$ cat src/rtl/pcavg_ram.sv
// Generic single-write, single-read RAM with registered read data.
module pcavg_ram #(
	parameter int WIDTH = 8,
	parameter int DEPTH = 16
) (
	input  logic                     clk,
	input  logic                     we,
	input  logic [$clog2(DEPTH)-1:0] waddr,
	input  logic [WIDTH-1:0]         wdata,
	input  logic [$clog2(DEPTH)-1:0] raddr,
	output logic [WIDTH-1:0]         rdata
);

	logic [WIDTH-1:0] mem [DEPTH];

	// write port
	always_ff @(posedge clk) begin
		if (we) begin
			mem[waddr] <= wdata;
		end
	end

	// registered read port
	always_ff @(posedge clk) begin
		rdata <= mem[raddr];
	end

endmodule

$ cat config.mk
export PLATFORM = sky130hd
export DESIGN_NAME = pcavg_ram
export DESIGN_NICKNAME = d
export VERILOG_FILES = /design/src/rtl/pcavg_ram.sv
export SDC_FILE = /design/constraint.sdc
export NUM_CORES = 1
export LEC_CHECK = 0
export BUFFER_PORTS_ARGS = -buffer_cell sky130_fd_sc_hd__buf_2
export CAP_MARGIN = 10
export CORE_ASPECT_RATIO = 0.5
export CORE_MARGIN = 2
export CORE_UTILIZATION = 30
export CTS_BUF_LIST = sky130_fd_sc_hd__clkbuf_4
export CTS_CLUSTER_SIZE = 10
export DETAILED_ROUTE_END_ITERATION = 7
export GPL_ROUTABILITY_DRIVEN = 0
export GPL_TIMING_DRIVEN = 1
export SYNTH_ARGS = -nofsm -noshare
export SYNTH_HDL_FRONTEND = slang
export SYNTH_SLANG_ARGS = --single-unit
export TNS_END_PERCENT = 50
$ cat constraint.sdc
create_clock -name clk -period 4.9 [get_ports clk]
set_input_delay 0.98 -clock clk [delete_from_list [all_inputs] [get_ports clk]]
set_output_delay 0.98 -clock clk [all_outputs]
set_load 0.05 [all_outputs]
**Yosys cells after proc, flatten, opt, wreduce, memory -nomap -nowiden**

Memory sizes are Yosys's and may differ from the RTL's. A register that Yosys moved wholly into a read port is not among the register bits.
Index checks and enable logic that the tools add are counted.

- Flip-flop bits (word level): 0
- Bits in latches: 0
- Bits in writable memories: 128
- Bits in read-only memories: 0
- Output and inout bits: 8
- Word-level logic and storage cells: 3
- Memories kept: 1

- $add $sub $neg: 0
- $mul: 0
- Div/mod/pow operators: 0
- Magnitude comparators: 0
- Equality and inequality tests: 0
- Shift-type cells: 0
- Muxes and demuxes: 2
- Bitwise logic cells: 0
- Reductions and logical operators: 0

Memories:

| name | words | bits a word | rd ports | clocked after Yosys merged registers in | wr ports | RTL line | source |
|---|---|---|---|---|---|---|---|
| mem | 16 | 8 | 1 | 1 | 1 | 14 | `logic [WIDTH-1:0] mem [DEPTH];` |

Operators with widths:

| cell | count |
|---|---|
| 2-to-1 mux 1 bit | 2 |

**Logic depth before layout (Yosys ltp)**

- Depth in word-level cells: 2
- Gate-level depth with buffers: 5
- Depth with buffers taken out: 3

**Worst setup path before layout**

No wires, ideal clock.

- Path type: input to register
- Start: in waddr[2]
- End: mem mem[0][0] (enable)
- Setup time: 0.383 ns
- Arrival: 2.090 ns
- Required time: 4.517 ns
- Path slack: 2.427 ns
- Stages on the path: 2
- Path through: or3b_2 -> nor3_1

RTL lines:

| item | RTL line | source |
|---|---|---|
| start, declared | 8 | `input logic [$clog2(DEPTH)-1:0] waddr,` |
| end, declared | 14 |  |

Straight into the memory's write port.

==> impl_metrics.env <==
export IMPL_vias=2439
export IMPL_globalRouteOverflowTotal=0
export IMPL_routedWlPerCell_um=19.2
export IMPL_dieArea_sq_um=18300
export IMPL_rsz0062_at_grt="false"
export IMPL_netlist_top_cells_count="edfxtp_1, mux4_2, a22oi_1"
export IMPL_utilization_pct=34.6
export IMPL_yosysMostFrequentCell="edfxtp_1"
export IMPL_core_rowCount=33
export IMPL_min_period_ns=2.45
export IMPL_dpl_cell_count=474
export IMPL_clkPwrFrac_pct=30.8
export IMPL_grt_max_degree=33
export IMPL_cts_made_buffers=17
export IMPL_fp_dieH_um=96.6
export IMPL_async_flop_share_pct=0
export IMPL_fmax_mhz=408
export IMPL_p_leak_uw=0.00184
export IMPL_pwr_share_comb_pct=6.7
export IMPL_clk_latency_ns=0.53
export IMPL_via_per_inst=4.80
export IMPL_ctsResizeCount=0
export IMPL_worst_clock_skew_ns=0.0136
export IMPL_cts_setup_buffers=0
export IMPL_cp_arrival_ns=2.86
export IMPL_syn_avg_cell_area_sq_um=22.5
export IMPL_synth_top_flop_cell="edfxtp_1"
export IMPL_num_fill_cells=1560
export IMPL_path_max_fanout=32
export IMPL_core_area_sq_um=16600
export IMPL_ios=26
export IMPL_grt_pass1_vias=2440
export IMPL_layout_drive_gt1_share_pct=28.2
export IMPL_start_kind="input port"
export IMPL_synth_edf_count=128
export IMPL_cts_hold_buffers=0
export IMPL_yosysSeqAreaShare_pct=77.8
export IMPL_dr_first_iter_drc_count=327
export IMPL_final_hold_viol_count=0
export IMPL_port_buffers=25
export IMPL_synth_top_cells_by_area="edfxtp_1, mux4_2, mux4_1"
export IMPL_yosys_area_top_type="edfxtp_1"
export IMPL_synth_top_area_share_pct=74.7
export IMPL_p_sw_uw=493
export IMPL_finalCritPeriodShare_pct=50.0
export IMPL_clk_path_buf_depth=2
export IMPL_irDropWorstVdd_v=0.000132
export IMPL_cts_sinks=136
export IMPL_swShare_pct=23.6
export IMPL_dr_pass1_iters=5
export IMPL_antenna_found_initial=1
export IMPL_max_slew_worst_pin_slew_ns=1.05
export IMPL_synth_area_sq_um=5150
export IMPL_dp_hpwl_um=6250
export IMPL_wirelength_um=9730
export IMPL_syn_to_final_growth_pct=11.6
export IMPL_cap_violations=0
export IMPL_cts_tree="yes"
export IMPL_slew_viol_final=0
export IMPL_ys_types=19
export IMPL_final_setup_viol_count=0
export IMPL_ant_nets=0
export IMPL_crit_required_ns=5.32
export IMPL_grt_pass1_wl_um=14700
export IMPL_htree_levels=4
export IMPL_path_clk_slew_ns=0.11
export IMPL_share_seq_of_total_power_pct=62.5
export IMPL_nets=285
export IMPL_grt_use_total_pct=11.3
export IMPL_hold_path_class="flop to flop"
export IMPL_synth_cells=229
export IMPL_p_per_area_nw_per_um2=363
export IMPL_status="finished, final reports clean"
export IMPL_ys_warn_count=0
export IMPL_fin_tns_setup_ns=0
export IMPL_initial_utilization_pct=31.0
export IMPL_drc=0
export IMPL_ys_ff_latch=136
export IMPL_internal_power_uw=1590
export IMPL_dieWidth_um=189
export IMPL_relSlewSlack_pct=30.3
export IMPL_synthesis_nets=247
export IMPL_endpoint_kind="flop"
export IMPL_path_class="input port to flop"
export IMPL_cts_root_buf="clkbuf_4"
export IMPL_stdcell_count=508
through the flow:
step	setup slack, ns	hold slack (ns)	instance area, sq um	total power (uW)
after floorplan	2.43	0.629	5150	1420
after global placement	1.89	0.646	5490	1470
after detailed placement	1.86	0.655	5490	1470
after CTS	2.45	0.681	5740	2110
after global routing	2.38	0.729	5740	2160
final	2.45	0.679	5740	2090
final cells by class:
type                            count  area, sq um  area share, %
Timing Repair Buffer               29          150           2.61
Sequential cell                   136         4000           69.7
Multi-Input combinational cell     83         1060           18.4
Clock inverter                     14          110           1.92
Clock buffer                       18          135           2.35
Tap cell                          227          284           4.95
Antenna cell                        1         2.50         0.0436
path summary, 6_finish.rpt:
path	start	cells after the start	to	slack, ns
max reg2reg	mem[9][4]	3	rdata[4]	3.48
min reg2reg	mem[12][6]	3	rdata[6]	0.68
max	raddr[0]	4	rdata[4]	2.45
min	mem[12][6]	3	rdata[6]	0.68
metal layers:
layer  vias to the layer above  GRT usage [%]  share of wire (%)
met3                        14           3.45                5.4
met2                        74           17.3                 49
met4                         0           5.96                2.2
met5                         -              0                  0
li1                       1056              -                  -
met1                      1295           14.5                 43
cells in the final DEF (no fill, tap or decap), drive strengths merged:
cell type	instances
clkinvlp	5
edfxtp	128
and2b	1
mux4	32
nand2	9
nand2b	2
nand3	1
nor2	13
or3b	1
nand3b	2
bufinv	1
clkinv	8
a22oi	16
clkbuf	18
diode	1
nor2b	1
buf	29
dfxtp	8
nor3	4
and2	1
power groups by stage:
stage | clock [uW] | sequential (uW) | combinational, uW
final | 642 | 1310 | 140
after global routing | 708 | 1310 | 149
after CTS | 662 | 1310 | 142
after detailed placement | 0 | 1330 | 141
after global placement | 0 | 1330 | 137
after floorplan | 0 | 1360 | 66.0
cells by family (layout without fill, tap and decap cells):
| family | Yosys count | after routing | synth area share (%) |
|---|---|---|---|
| simple gates | 35 | 35 | 3.18 |
| other cells | 0 | 1 | 0 |
| compound gates | 16 | 16 | 2.33 |
| mux | 32 | 32 | 15.0 |
| buf+inv | 10 | 61 | 1.68 |
| flops | 136 | 136 | 77.8 |
worst max-delay path: stages:
cell and delay, ns:
buf_2 0.78, mux4_1 0.68, a22oi_1 0.32, nand2_1 0.09
registers in the layout, indices dropped and copies added, names as in the netlist:
name	count
mem	128
rdata	8
(Power assumes the default switching activity.)
