[src/rtl/pcavg_pkg.sv]
// Shared constants and types for the per-track colour averager.
package pcavg_pkg;

	// Parameter defaults
	localparam int TRACK_COUNT_DEF = 1024;
	localparam int COUNT_BITS_DEF  = 16;

	// Fixed field widths
	localparam int IDX_W    = 10;
	localparam int CHAN_W   = 8;
	localparam int SEEN_W   = 16;
	localparam int NCH      = 3;
	localparam int QUO_BITS = 8;

	// Divider status seen by the sequencer
	typedef struct packed {
		logic busy;
		logic done;
	} div_stat_t;

endpackage

[src/rtl/pcavg_div_unit.sv]
// Restoring divider, one quotient bit per cycle, 8-bit quotient.
module pcavg_div_unit #(
	parameter int NW = 26
) (
	input  logic                             clk,
	input  logic                             arst_n,
	input  logic                             start,
	input  logic [NW-1:0]                    num,
	input  logic [NW-1:0]                    den,
	output pcavg_pkg::div_stat_t             stat,
	output logic [pcavg_pkg::QUO_BITS-1:0]   quo
);

	localparam int QB  = pcavg_pkg::QUO_BITS;
	localparam int STW = $clog2(QB);

	logic [NW-1:0]  rem_q;
	logic [NW-1:0]  dsh_q;
	logic [QB-1:0]  quo_q;
	logic [STW-1:0] step_q;
	logic           busy_q;
	logic           ge;
	logic [NW-1:0]  diff;

	// shared compare / subtract
	assign ge   = rem_q >= dsh_q;
	assign diff = rem_q - dsh_q;

	assign stat.busy = busy_q;
	assign stat.done = busy_q && (step_q == '0);
	assign quo       = {quo_q[QB-2:0], ge};

	// step control
	always_ff @(posedge clk or negedge arst_n) begin
		if (!arst_n) begin
			busy_q <= 1'b0;
			step_q <= '0;
		end else if (start) begin
			busy_q <= 1'b1;
			step_q <= STW'(QB - 1);
		end else if (busy_q) begin
			if (step_q == '0) begin
				busy_q <= 1'b0;
			end
			step_q <= step_q - 1'b1;
		end
	end

	// datapath: den arrives already aligned to the top quotient bit
	always_ff @(posedge clk) begin
		if (start) begin
			rem_q <= num;
			dsh_q <= den;
		end else if (busy_q) begin
			if (ge) begin
				rem_q <= diff;
			end
			dsh_q <= dsh_q >> 1;
			quo_q <= {quo_q[QB-2:0], ge};
		end
	end

endmodule

[config.mk]
export PLATFORM = sky130hd
export DESIGN_NAME = pcavg_div_unit
export DESIGN_NICKNAME = d
export VERILOG_FILES = /design/src/rtl/pcavg_pkg.sv /design/src/rtl/pcavg_div_unit.sv
export SDC_FILE = /design/constraint.sdc
export NUM_CORES = 1
export LEC_CHECK = 0
export ABC_AREA = 1
export BUFFER_PORTS_ARGS = -buffer_cell sky130_fd_sc_hd__buf_2
export CORE_MARGIN = 2
export CORE_UTILIZATION = 45
export DETAILED_ROUTE_END_ITERATION = 12
export PLACE_DENSITY = 0.75
export SETUP_SLACK_MARGIN = 0.02
export SLEW_MARGIN = 10
export SYNTH_ARGS = -nofsm -noshare
export SYNTH_HDL_FRONTEND = slang
export SYNTH_SLANG_ARGS = --single-unit
[constraint.sdc]
create_clock -name clk -period 3.7 [get_ports clk]
set_clock_uncertainty 0.05 [all_clocks]
set_input_delay 0.555 -clock clk [delete_from_list [all_inputs] [get_ports clk]]
set_output_delay 0.555 -clock clk [all_outputs]
set_load 0.03 [all_outputs]
### After elaboration in Yosys (flattened, before gate mapping)

Cells that the tools add are included.

* bits of input ports: 55
* logic and storage cells: 25
* register bits after elaboration: 63
* output and inout port bits: 10

* $add $sub $neg: 2
* order comparisons: 1
* bitwise logic cells: 1
* muxes and demuxes: 10
* reductions and logical operators: 6

Operator list (number)
* $mux W26: 5
* $ge A26 B26 Y1: 1
* $sub A26 B26 Y26: 1
* $mux W3: 2
* $reduce_and A2 Y1: 2
* $reduce_bool A2 Y1: 2
* $logic_not A3 Y1: 1
* $mux W1: 3
* $sub A3 B1 Y3 const B: 1
* $logic_and A1 B1 Y1: 1
* $not A1 Y1: 1

### Depth between registers and ports, before layout

* word-level depth: 4
* mapped depth: 14
* gate-level depth less buffers: 13

### Worst setup path after synthesis

OpenSTA, ideal clock, no wires.

* kind: reg-to-reg
* start point: reg dsh_q[0]
* end point: reg rem_q[0], enable pin
* cell stages (with the launch flop): 12
* library setup time: 383 ps
* data required time: 3267 ps
* arrival time: 2096 ps
* setup slack: 1171 ps
* clock period less this slack: 2529 ps
* path through: edfxtp_1 -> ha_1 -> fa_1 -> inv_1 -> nand2_1 -> nand3_2 -> nand2_1 -> nand2_1 -> nand3b_1 -> nand3_1 -> nand2_1 -> nand2_1

* cells in the longest elaborated chain, start to end: 3

Ends and longest elaborated chain
* from (decl): RTL line pcavg_div_unit.sv:18 `logic [NW-1:0] dsh_q;`
* from (signal assigned): RTL line pcavg_div_unit.sv:53 `dsh_q <= den;`
* from (signal assigned): RTL line pcavg_div_unit.sv:58 `dsh_q <= dsh_q >> 1;`
* $ge A26 B26 Y1: RTL line pcavg_div_unit.sv:26 `assign ge = rem_q >= dsh_q;`
* net ge: RTL line pcavg_div_unit.sv:22 `logic ge;`
* $reduce_bool A2 Y1 (no source line)
* $reduce_and A2 Y1 (no source line)
* to (signal assigned): RTL line pcavg_div_unit.sv:52 `rem_q <= num;`
* to (signal assigned): RTL line pcavg_div_unit.sv:56 `rem_q <= diff;`
* to (decl): RTL line pcavg_div_unit.sv:17 `logic [NW-1:0] rem_q;`

The timed path passes the listed nets, and every way through them passes these cells.
A chain may end at the register's enable or synchronous reset.

### Worst setup path after layout

* start point: reg dsh_q[0]
* end point: out quo[0] in the netlist's numbering

* cells in the longest elaborated chain, start to end: 1

Ends and longest elaborated chain
* $ge A26 B26 Y1: RTL line pcavg_div_unit.sv:26
* to (decl): RTL line pcavg_div_unit.sv:11 `output logic [pcavg_pkg::QUO_BITS-1:0] quo`

Every way passes these cells.

==> key figures <==
Logic synthesis
  • Number of unique standard cell types used by synthesis: 34
  • EDFF count, synth: 59
  • Most frequent cells after synthesis: 242 x nand2_1, 124 x inv_1, 59 x edfxtp_1, 41 x nand3_1, 38 x o21ai_0
  • Ys Warns: 0
  • Area contributors post-synth: edfxtp_1 39%, nand2_1 20%, inv_1 10%
  • Flops & latches, synth: 63
  • Async set or reset register ratio after synthesis: ~6.3%
  • Syn avg cell area: about 7.1 µm²
  • Synth area leader: edfxtp_1
  • Mapped Area: roughly 4600 µm²
  • Post-Synthesis Cells: around 650
  • Main synth FF type: edfxtp_1
  • Seq/Total Area, Yosys: roughly 41%
  • Most common cell in the netlist: nand2_1
  • Share of the synthesized area in the top cell type: 38.7%
  • Post-Syn Nets: 729

GRT
  • Global-route wire length before repair: roughly 19 mm
  • Vias in the first global route: approximately 4,000
  • Total gr overflow: 0
  • Largest net degree at the start of global routing: 55
  • Initial antenna violation count: 0
  • Global Route Usage Sum: between 20 and 25%

Critical path
  • CP max stage delay: about 0.38 ns
  • Startpoint Class: flip-flop
  • Reg2reg start: dsh_q[0]
  • CP max FO: 5
  • Slowest CP cell: edfxtp_1
  • Crit path buf inv count: 2
  • Critical Path Sink Type: primary output
  • Largest delay share family, worst path: simple AND/OR/NAND/NOR gates
  • Critical path class: flip-flop to primary output
  • Most Frequent Cell on Critical Path: nand2_1
  • R2r setup slk: between 0.8 and 0.9 ns
  • Reg2Reg Capture Point: rem_q[13]
  • Worst EP arrival: 2.32 ns
  • Critical Path RT: 3.09 ns
  • Crit path cell chain: ha_1 -> fa_1 -> inv_1 -> nand2_1 -> nand3_2 -> nand2_1 -> nand2_1 -> nand3b_1 -> nand3_1 -> buf_2
  • Worst Reg-to-Reg Cells: 12

STA
  • Final hold violations: 0
  • Worst Hold Margin: between 0.4 and 0.5 ns
  • Slew Viols, Final: 0
  • Worst rel slew slack: about 52%
  • Setup_tns: 0 ns
  • Period minus WS final: between 2 and 3 ns
  • Final worst-path cycle share: 79.0%
  • Top achievable clock speed: about 0.34 GHz
  • Unrepaired setup endpoints after global routing: false
  • Final-report setup violation count: 0
  • Slew @ Worst Pin: approximately 0.7 ns
  • Final setup margin: approximately 0.78 ns

Hold path
  • Min-Delay Startpoint: quo_q[2]
  • Hold WC Path Type: flip-flop to flip-flop
  • Hold Path Cell Cnt: 0
  • Hold EP: quo_q[3]

CTS
  • Reg clk slew, reported paths: about 0.07 ns
  • Clock sink count: between 60 and 70
  • Clock Path Buffers: 2
  • Root buffer selected by CTS: clkbuf_8
  • Clock Latency Late Sink: 0.36 ns
  • CTS tree: done
  • TritonCTS buffer count: 9
  • # H-tree levels: 3

Pwr
  • Maximum vdd ir drop: roughly 0.28 mV
  • Lkg Pwr: around 2.8 nW
  • Power Density: just under 800 nW/µm²

Placed design
  • Pre-CTS setup slack: between 0.8 and 0.9 ns
  • I/O Buffers: 64
  • HPWL Detailed: between 9 and 10 mm
  • Gpl congestion: about 0.9

Floorplan
  • Initial Utilization: a little under half
  • Die Area: between 10,000 and 15,000 µm²
  • Die X: around 100 µm
  • Ports: 65
  • Die height: between 100 and 150 µm
  • Rows: 36
  • Core Region: around 9800 µm²

Routing
  • WL final: approximately 11 mm
  • Iteration-0 DRC Markers: about 200
  • Wire per inst: around 14 µm
  • Drt first pass iters: 4
  • Via count: 4,089
  • Vias/cell: 4.82
  • DRC: 0
  • Final ANT Viol Nets: 0

Final layout
  • Synth-to-Final Area Change: 15.0%
  • Ant. Diodes: 0
  • Final nets: around 800
  • Fillers: ~1,000
  • Layout cell share with drive strength beyond 1: 13.3%

Status
  • Outcome: complete, no violations

Run
  • Max-cap violations: 0
==> power breakdown <==
group          switching [mW]  internal [mW]
Clock                   0.299          0.380
Sequential             0.0716           1.07
Combinational            1.53          0.771
==> registers in the layout, summed over array words and instances (netlist names) <==
register / cells
dsh_q: 26
rem_q: 26
quo_q: 7
step_q: 3
busy_q: 1
==> what timing repair did <==
item,4_1_cts,5_1_grt
gates resized for setup,0,0
hold buffers,1,0
endpoints found under the hold margin,4,0
buffers inserted,0,0
==> worst reg2reg max path: cells and delay by family, from the launching register on <==
family | cells | cell delay (ns)
fa+ha+maj | 2 | 0.59
buf+inv | 2 | 0.37
flops | 1 | 0.38
simple gates | 8 | 1.21
==> worst max-delay path by stage <==
stage	startpoint	to	slack, ns	cells after the start
finish	dsh_q[0]	quo[0]	0.78	10
global route	dsh_q[17]	rem_q[13]	0.65	13
CTS	dsh_q[0]	quo[0]	0.79	10
detailed placement	dsh_q[0]	rem_q[16]	0.83	12
global placement	rem_q[17]	rem_q[16]	0.96	12
floorplan	dsh_q[0]	rem_q[0]	1.17	11
==> routing by layer <==
layer | GRT usage, % | vias up | wire length (µm)
li1 | - | 2161 | -
met4 | 6.67 | 0 | 132
met5 | 0 | - | 0
met2 | 38.3 | 88 | 5500
met3 | 3.68 | 13 | 455
met1 | 27.6 | 1827 | 5400
==> metrics by stage <==
step / area (µm²) / power (mW) / cells / utilization (%)
after floorplan: 4580 / 2.87 / 645 / -
after global routing: 5270 / 4.51 / 849 / 53.6
final: 5270 / 4.13 / 849 / 53.6
after global placement: 5030 / 3.39 / 832 / 51.3
after detailed placement: 5030 / 3.44 / 832 / 51.3
after CTS: 5270 / 4.14 / 849 / 53.6
==> cell type report <==
class | count | area (µm²) | area share (%)
inverter | 125 | 469 | 8.91
clock buffer | 9 | 124 | 2.35
sequential | 63 | 1870 | 35.5
clock inverter | 7 | 97.6 | 1.85
timing repair buffer | 69 | 373 | 7.08
multi-input combinational | 443 | 2160 | 41.1
tap | 133 | 166 | 3.16
==> cell families after synthesis <==
family | Yosys count | synth area share, %
simple gates | 344 | 30.9
buf+inv | 139 | 11.8
compound gates | 67 | 7.71
flops | 63 | 40.9
fa+ha+maj | 29 | 8.09
xor+xnor | 3 | 0.574
==> placed cells by master, fill, tap and decap left out, drive strengths merged <==
| cell type | synthesis | routed |
|---|---|---|
| a21o | 2 | 2 |
| a21oi | 21 | 21 |
| a22oi | 1 | 1 |
| a31oi | 1 | 1 |
| buf | 8 | 68 |
| bufinv | 0 | 2 |
| clkbuf | 6 | 9 |
| clkinv | 1 | 4 |
| clkinvlp | 0 | 2 |
| dfrtp | 4 | 4 |
| dlygate4sd3 | 0 | 1 |
| edfxtp | 59 | 59 |
| fa | 1 | 1 |
| ha | 28 | 28 |
| inv | 124 | 124 |
| nand2 | 244 | 244 |
| nand3 | 42 | 42 |
| nand3b | 3 | 3 |
| nand4 | 8 | 8 |
| nor2 | 38 | 38 |
| nor3 | 4 | 4 |
| o211ai | 1 | 1 |
| o21ai | 40 | 40 |
| o21bai | 1 | 1 |
| or2 | 5 | 5 |
| xnor2 | 2 | 2 |
| xor2 | 1 | 1 |
Note: power is estimated with default switching activity, not from simulation.
